**config.mk**
```make
export PLATFORM = sky130hd
export DESIGN_NAME = hsv_to_rgb_converter
export DESIGN_NICKNAME = d
export VERILOG_FILES = /design/src/rtl/hsvrgb_pkg.sv /design/src/rtl/hsv_to_rgb_converter.sv
export SDC_FILE = /design/constraint.sdc
export NUM_CORES = 2
export LEC_CHECK = 0
export BUFFER_PORTS_ARGS = -buffer_cell sky130_fd_sc_hd__buf_2
export CAP_MARGIN = 0
export CORE_MARGIN = 8
export CORE_UTILIZATION = 40
export DETAILED_ROUTE_END_ITERATION = 7
export GPL_TIMING_DRIVEN = 0
export PLACE_DENSITY = 0.58
export REMOVE_ABC_BUFFERS = 1
export SLEW_MARGIN = 0
export SYNTH_ARGS = -nofsm -noshare
export SYNTH_HDL_FRONTEND = slang
export SYNTH_SLANG_ARGS = --single-unit
```
**constraint.sdc**
```tcl
create_clock -name clk -period 17.65 [get_ports clk]
set_clock_uncertainty 0.05 [all_clocks]
set_input_delay 3.53 -clock clk [delete_from_list [all_inputs] [get_ports clk]]
set_output_delay 3.53 -clock clk [all_outputs]
set_load 0.005 [all_outputs]
```
**src/rtl/hsvrgb_pkg.sv**
```systemverilog
// shared types and constants for the hsv to rgb converter
`timescale 1ns / 1ps

package hsvrgb_pkg;

    localparam int unsigned HueW  = 16;
    localparam int unsigned FixW  = 13;
    localparam int unsigned FracW = 12;
    localparam int unsigned TermW = 24;
    localparam int unsigned ChanW = 8;

    localparam logic [HueW-1:0]  HUE_FULL   = 16'd23040;
    localparam logic [FracW-1:0] HUE_SECTOR = 12'd3840;
    localparam logic [FixW-1:0]  FIX_ONE    = 13'd4096;
    // 1.0 in the product format, 4096 * 3840
    localparam logic [TermW-1:0] TERM_ONE   = 24'd15728640;

    typedef enum logic [2:0] {
        SECTOR_0 = 3'd0,
        SECTOR_1 = 3'd1,
        SECTOR_2 = 3'd2,
        SECTOR_3 = 3'd3,
        SECTOR_4 = 3'd4,
        SECTOR_5 = 3'd5
    } sector_t;

    typedef struct packed {
        logic [HueW-1:0] hue;
        logic [FixW-1:0] saturation;
        logic [FixW-1:0] brightness;
    } hsv_word_t;

    typedef struct packed {
        logic [ChanW-1:0] red;
        logic [ChanW-1:0] green;
        logic [ChanW-1:0] blue;
    } rgb_word_t;

endpackage

```
**src/rtl/hsv_to_rgb_converter.sv**
```systemverilog
// hsv to rgb converter: three-stage pipeline with valid bits and stall
// an accepted hsv word passes the stage 1, stage 2 and output registers to become its rgb word
// throughput: one word per cycle while rgb_stall is low, set by the three stage registers each
//   taking a word every cycle (one 18x24 multiplier per channel in the last stage)
// reset: rst_n asynchronous active low clears the valid bits only; no state otherwise
`timescale 1ns / 1ps

module hsv_to_rgb_converter
(
    input  logic                   clk,
    input  logic                   rst_n,
    input  logic                   pix_valid,
    output logic                   pix_stall,
    input  hsvrgb_pkg::hsv_word_t  pix,
    output logic                   rgb_valid,
    input  logic                   rgb_stall,
    output hsvrgb_pkg::rgb_word_t  rgb
);

    localparam int unsigned ProdW = 42;
    localparam int unsigned V17W  = 18;
    // half of the 2^32 output scale, for round half up
    localparam logic [ProdW-1:0] ROUND_HALF = 42'h0_8000_0000;

    // the math reduces to (17 * v * term + 2^31) >> 32, since
    // 255 / (4096 * 4096 * 3840) = 17 / 2^32

    // ---------------- stage enables ----------------
    logic out_en;
    logic s2_en;
    logic s1_en;

    logic s1_valid_reg;
    logic s2_valid_reg;
    logic rgb_valid_reg;

    assign out_en    = !rgb_valid_reg || !rgb_stall;
    assign s2_en     = !s2_valid_reg || out_en;
    assign s1_en     = !s1_valid_reg || s2_en;
    assign pix_stall = !s1_en;

    // ---------------- stage 1: wrap, clamp, sector split ----------------
    logic [hsvrgb_pkg::HueW-1:0]  hue_w;
    logic [hsvrgb_pkg::FixW-1:0]  sat_c;
    logic [hsvrgb_pkg::FixW-1:0]  val_c;
    hsvrgb_pkg::sector_t          sector_next;
    logic [hsvrgb_pkg::HueW-1:0]  base;
    logic [hsvrgb_pkg::HueW-1:0]  frac_wide;
    logic [hsvrgb_pkg::FracW-1:0] frac_next;
    logic [hsvrgb_pkg::FracW-1:0] frac_c_next;

    always_comb
    begin
        hue_w = (pix.hue >= hsvrgb_pkg::HUE_FULL) ? '0 : pix.hue;
        sat_c = (pix.saturation > hsvrgb_pkg::FIX_ONE) ? hsvrgb_pkg::FIX_ONE : pix.saturation;
        val_c = (pix.brightness > hsvrgb_pkg::FIX_ONE) ? hsvrgb_pkg::FIX_ONE : pix.brightness;

        // sector boundaries at multiples of 60 degrees
        priority if (hue_w >= 16'd19200)
        begin
            sector_next = hsvrgb_pkg::SECTOR_5;
            base        = 16'd19200;
        end
        else if (hue_w >= 16'd15360)
        begin
            sector_next = hsvrgb_pkg::SECTOR_4;
            base        = 16'd15360;
        end
        else if (hue_w >= 16'd11520)
        begin
            sector_next = hsvrgb_pkg::SECTOR_3;
            base        = 16'd11520;
        end
        else if (hue_w >= 16'd7680)
        begin
            sector_next = hsvrgb_pkg::SECTOR_2;
            base        = 16'd7680;
        end
        else if (hue_w >= 16'd3840)
        begin
            sector_next = hsvrgb_pkg::SECTOR_1;
            base        = 16'd3840;
        end
        else
        begin
            sector_next = hsvrgb_pkg::SECTOR_0;
            base        = 16'd0;
        end

        frac_wide   = hue_w - base;
        frac_next   = frac_wide[hsvrgb_pkg::FracW-1:0];
        frac_c_next = hsvrgb_pkg::HUE_SECTOR - frac_next;
    end

    hsvrgb_pkg::sector_t          s1_sector_reg;
    logic [hsvrgb_pkg::FracW-1:0] s1_frac_reg;
    logic [hsvrgb_pkg::FracW-1:0] s1_frac_c_reg;
    logic [hsvrgb_pkg::FixW-1:0]  s1_sat_reg;
    logic [hsvrgb_pkg::FixW-1:0]  s1_val_reg;

    always_ff @(posedge clk or negedge rst_n)
    begin
        if (!rst_n)
        begin
            s1_valid_reg <= 1'b0;
        end
        else if (s1_en)
        begin
            s1_valid_reg <= pix_valid;
        end
    end

    always_ff @(posedge clk)
    begin
        if (s1_en && pix_valid)
        begin
            s1_sector_reg <= sector_next;
            s1_frac_reg   <= frac_next;
            s1_frac_c_reg <= frac_c_next;
            s1_sat_reg    <= sat_c;
            s1_val_reg    <= val_c;
        end
    end

    // ---------------- stage 2: p, q, t terms and channel select ----------------
    logic [hsvrgb_pkg::FixW+hsvrgb_pkg::FracW-1:0] sf;
    logic [hsvrgb_pkg::FixW+hsvrgb_pkg::FracW-1:0] sfc;
    logic [hsvrgb_pkg::FixW-1:0]  one_minus_s;
    logic [hsvrgb_pkg::TermW:0]   term_p_wide;
    logic [hsvrgb_pkg::TermW-1:0] term_p;
    logic [hsvrgb_pkg::TermW-1:0] term_q;
    logic [hsvrgb_pkg::TermW-1:0] term_t;
    logic [hsvrgb_pkg::TermW-1:0] red_term_next;
    logic [hsvrgb_pkg::TermW-1:0] green_term_next;
    logic [hsvrgb_pkg::TermW-1:0] blue_term_next;
    logic [V17W-1:0]              v17_next;

    always_comb
    begin
        sf  = s1_sat_reg * s1_frac_reg;
        sfc = s1_sat_reg * s1_frac_c_reg;

        term_q = hsvrgb_pkg::TERM_ONE - sf[hsvrgb_pkg::TermW-1:0];
        term_t = hsvrgb_pkg::TERM_ONE - sfc[hsvrgb_pkg::TermW-1:0];

        // (1 - s) * 3840 as (x << 12) - (x << 8)
        one_minus_s = hsvrgb_pkg::FIX_ONE - s1_sat_reg;
        term_p_wide = {one_minus_s, 12'd0} - {4'd0, one_minus_s, 8'd0};
        term_p      = term_p_wide[hsvrgb_pkg::TermW-1:0];

        v17_next = {1'b0, s1_val_reg, 4'd0} + {5'd0, s1_val_reg};

        unique case (s1_sector_reg)
            hsvrgb_pkg::SECTOR_0:
            begin
                red_term_next   = hsvrgb_pkg::TERM_ONE;
                green_term_next = term_t;
                blue_term_next  = term_p;
            end
            hsvrgb_pkg::SECTOR_1:
            begin
                red_term_next   = term_q;
                green_term_next = hsvrgb_pkg::TERM_ONE;
                blue_term_next  = term_p;
            end
            hsvrgb_pkg::SECTOR_2:
            begin
                red_term_next   = term_p;
                green_term_next = hsvrgb_pkg::TERM_ONE;
                blue_term_next  = term_t;
            end
            hsvrgb_pkg::SECTOR_3:
            begin
                red_term_next   = term_p;
                green_term_next = term_q;
                blue_term_next  = hsvrgb_pkg::TERM_ONE;
            end
            hsvrgb_pkg::SECTOR_4:
            begin
                red_term_next   = term_t;
                green_term_next = term_p;
                blue_term_next  = hsvrgb_pkg::TERM_ONE;
            end
            default:
            begin
                red_term_next   = hsvrgb_pkg::TERM_ONE;
                green_term_next = term_p;
                blue_term_next  = term_q;
            end
        endcase
    end

    logic [hsvrgb_pkg::TermW-1:0] s2_red_term_reg;
    logic [hsvrgb_pkg::TermW-1:0] s2_green_term_reg;
    logic [hsvrgb_pkg::TermW-1:0] s2_blue_term_reg;
    logic [V17W-1:0]              s2_v17_reg;

    always_ff @(posedge clk or negedge rst_n)
    begin
        if (!rst_n)
        begin
            s2_valid_reg <= 1'b0;
        end
        else if (s2_en)
        begin
            s2_valid_reg <= s1_valid_reg;
        end
    end

    always_ff @(posedge clk)
    begin
        if (s2_en && s1_valid_reg)
        begin
            s2_red_term_reg   <= red_term_next;
            s2_green_term_reg <= green_term_next;
            s2_blue_term_reg  <= blue_term_next;
            s2_v17_reg        <= v17_next;
        end
    end

    // ---------------- stage 3: scale by 17 * v, round, take bits 39:32 ----------------
    logic [ProdW-1:0] red_sum;
    logic [ProdW-1:0] green_sum;
    logic [ProdW-1:0] blue_sum;

    always_comb
    begin
        red_sum   = (s2_v17_reg * s2_red_term_reg) + ROUND_HALF;
        green_sum = (s2_v17_reg * s2_green_term_reg) + ROUND_HALF;
        blue_sum  = (s2_v17_reg * s2_blue_term_reg) + ROUND_HALF;
    end

    hsvrgb_pkg::rgb_word_t rgb_word_reg;

    always_ff @(posedge clk or negedge rst_n)
    begin
        if (!rst_n)
        begin
            rgb_valid_reg <= 1'b0;
        end
        else if (out_en)
        begin
            rgb_valid_reg <= s2_valid_reg;
        end
    end

    always_ff @(posedge clk)
    begin
        if (out_en && s2_valid_reg)
        begin
            rgb_word_reg.red   <= red_sum[39:32];
            rgb_word_reg.green <= green_sum[39:32];
            rgb_word_reg.blue  <= blue_sum[39:32];
        end
    end

    assign rgb_valid = rgb_valid_reg;
    assign rgb       = rgb_word_reg;

    // ---------------- checks ----------------
    // the sector split must leave f and 3840 - f summing to one sector
    a_frac_split: assert property (@(posedge clk) disable iff (!rst_n)
        s1_valid_reg |-> ({1'b0, s1_frac_reg} + {1'b0, s1_frac_c_reg}) ==
                         {1'b0, hsvrgb_pkg::HUE_SECTOR})
        else $error("sector fraction split inconsistent");

    // clamped inputs never exceed 1.0
    a_clamp: assert property (@(posedge clk) disable iff (!rst_n)
        s1_valid_reg |-> (s1_sat_reg <= hsvrgb_pkg::FIX_ONE) &&
                         (s1_val_reg <= hsvrgb_pkg::FIX_ONE))
        else $error("saturation or brightness not clamped");

    // a full pipe with a stalled output must push back on the input
    a_full_backpressure: assert property (@(posedge clk) disable iff (!rst_n)
        (rgb_valid_reg && rgb_stall && s2_valid_reg && s1_valid_reg) |-> pix_stall)
        else $error("full pipeline accepted a word");

endmodule

```
==> results.cfg <==
[worst_setup_path]
cp_top_family = adder cells
r2r_cells = 23
crit_type = flip-flop to flip-flop
critPathCapture = rgb[7]
cp_data_arrival_time_ns = 8.41
cp-end-kind = flip-flop
cp_common_cell = fa_1
setup.worst_path.start = s2_v17_reg[9]
worstPathCellList = buf_16, buf_16, nand2_1, fa_1, inv_1, fa_1, inv_1, fa_1, inv_1, fa_1, inv_1, fa_1, inv_1, fa_1, ha_1, a2111oi_0, nand4_1, a311o_1, a31o_1, a41oi_2, o211ai_2, a21oi_2, xnor2_1
reg2reg_from = s2_v17_reg[9]
max_stage_delay_ns = 1.00
r2r_slack_ns = 9.47
critPathSlowestCell = edfxtp_1
critical_path_required_ns = 17.89
cp_num_buf_inv = 7
worstPathMaxFanout = 20
rr_endpoint = rgb[7]
start_kind = flip-flop
cp_num_cells = 23

[sta]
layout_worst_path_cycle_share_pct = 46.34
final_max_slew_viol_count = 0
rsz0062_at_grt = no
whs_ns = 0.4470
hold_viol = 0
fmax_mhz = 122.3
tightest_slew_ns = 1.473
worst_slew_margin_rel_pct = 1.452
fin_tns_setup_ns = 0
post-route-min-period_ns = 8.180
setup_viol = 0

[outcome]
status = finished, violations left
violations = max-capacitance violations

[synthesis]
syn_area_um2 = 58900
synth.avg_cell_area_um2 = 8.909
synth_cell_types = 88
synth_warnings = 0
async_flop_share_pct = 1.775
yosysSeqAreaShare_pct = 8.590
synth_top_area_share_pct = 43.37
synth_top_area_cell = fa_1
synth-seq-cells = 169
synth-edff-count = 166
synth_cells = 6612
ys_top_cells_by_area = fa_1 43%, ha_1 11%, inv_1 11%, edfxtp_1 8.5%, and2_1 7.1%
yosysMostFrequentCell = inv_1
synthTopCellsByCount = 1668 x inv_1, 1276 x fa_1, 1013 x nand2_1
synth_ff_type = edfxtp_1

[floorplan]
die_w_um = 399.7
die_area_um2 = 159800
die-height_um = 399.7
std_cell_rows = 141
ios = 72
fp.coreArea_um2 = 147000
start_util_pct = 40.08

[cells_and_area]
regArea_um2 = 5060
final_layout_size_suffix_gt1_share_pct = 3.229
multi_input_area_um2 = 46260
syn2layout_area_growth_pct = 6.963
finalInstanceArea_um2 = 63010
fin_cells = 8372
nets = 8289
nFillCells = 14290

[detailed_routing]
drt-pass1-iter-count = 5
drtIter0Drc = 2194
ant_nets = 0
drc = 0
drt_wl_total_mm = 150.9
num_vias = 42250
viasPerCell = 5.047
wire_per_inst_um = 18.03

[global_routing]
grt_pass1_vias = 45720
antenna_found_initial = 1
grt_pass1_wl_mm = 247.9
grtUsageTotal_pct = 19.53
grt_max_degree = 65
grt-ovfl-total = 0

[place]
placed_cell_area_um2 = 62380
dp.cells = 8338
gp_congestion = 0.8605
portBuffers = 71
dp_hpwl_mm = 122.7

[flow_run]
cap_violations = 1

[cts]
path_clk_slew_ns = 0.08
root_buffer = clkbuf_16
insertion_delay_ns = 0.54
cts_sinks = 169
htreeDepth = 4
cts_made_buffers = 17
post_cts.repair.setup_buffers = 0
cts_tree = done
cts_buffer_depth = 2
ctsHoldBuffers = 0
cts_resized = 0

[hold_path]
hold_path.class = flip-flop to flip-flop
[cell type report]
type / count / share of cell area (%)
repair buffers: 150 / 3.805
multi-input cells: 4422 / 73.42
diodes: 1 / 0.003972
well taps: 1930 / 3.833
flip-flops and latches: 169 / 8.031
clock inverters: 14 / 0.2701
inverters: 1668 / 9.937
clock buffers: 18 / 0.6970
[layer usage]
layer | vias up | wire length, um | track usage (%)
met1 | 21910 | 66840 | 26.25
li1 | 19160 | - | -
met4 | 2 | 4238 | 5.606
met3 | 213 | 5883 | 1.717
met5 | - | 13 | 0
met2 | 966 | 73950 | 33.71
[cell families (layout without fill, tap and decap cells)]
kind of cell | after synthesis | after routing | synth area share [%]
AO/OA/AOI/OAI | 444 | 444 | 5.047
XOR/XNOR | 118 | 118 | 1.767
adder cells (fa/ha/maj) | 1816 | 1816 | 54.83
buffers and inverters | 2021 | 1850 | 12.90
flip-flops | 169 | 169 | 8.590
multiplexers | 5 | 5 | 0.08497
other | 0 | 1 | 0
AND/OR/NAND/NOR | 2039 | 2039 | 16.78
[worst min path at each step]
stage	startpoint	endpoint	cells after the start
finish	s1_val_reg[2]	s2_v17_reg[2]	0
global route	s1_val_reg[0]	s2_v17_reg[0]	0
CTS	s1_valid_reg	s2_valid_reg	1
detailed placement	s1_val_reg[0]	s2_v17_reg[0]	0
global placement	s1_valid_reg	s2_valid_reg	1
floorplan	s1_val_reg[0]	s2_v17_reg[0]	0
[per-stage QoR]
step,setup slack [ns],utilization (%)
floorplan,10.37,-
global placement,7.562,41.06
detailed placement,9.449,42.45
CTS,9.430,42.86
global route,9.296,42.87
finish,9.470,42.87
[cells in the final DEF (no fill, tap or decap), drive strengths merged, types with 17 or more instances in the layout]
| cell type | instances |
|---|---|
| nor3 | 37 |
| o21ai | 94 |
| nor2 | 118 |
| and2 | 673 |
| nand2b | 19 |
| inv | 1676 |
| nand4 | 19 |
| buf | 150 |
| nand2 | 1014 |
| a22oi | 21 |
| a21oi | 114 |
| fa | 1276 |
| or3 | 17 |
| xnor2 | 75 |
| edfxtp | 166 |
| and3 | 24 |
| a21o | 35 |
| ha | 539 |
| nor2b | 40 |
| nand3 | 46 |
| clkbuf | 18 |
| xor2 | 43 |
Power is left out: the tool's default activity adds up to more than one toggle a clock period on the data nets, which glitch-free logic cannot reach.
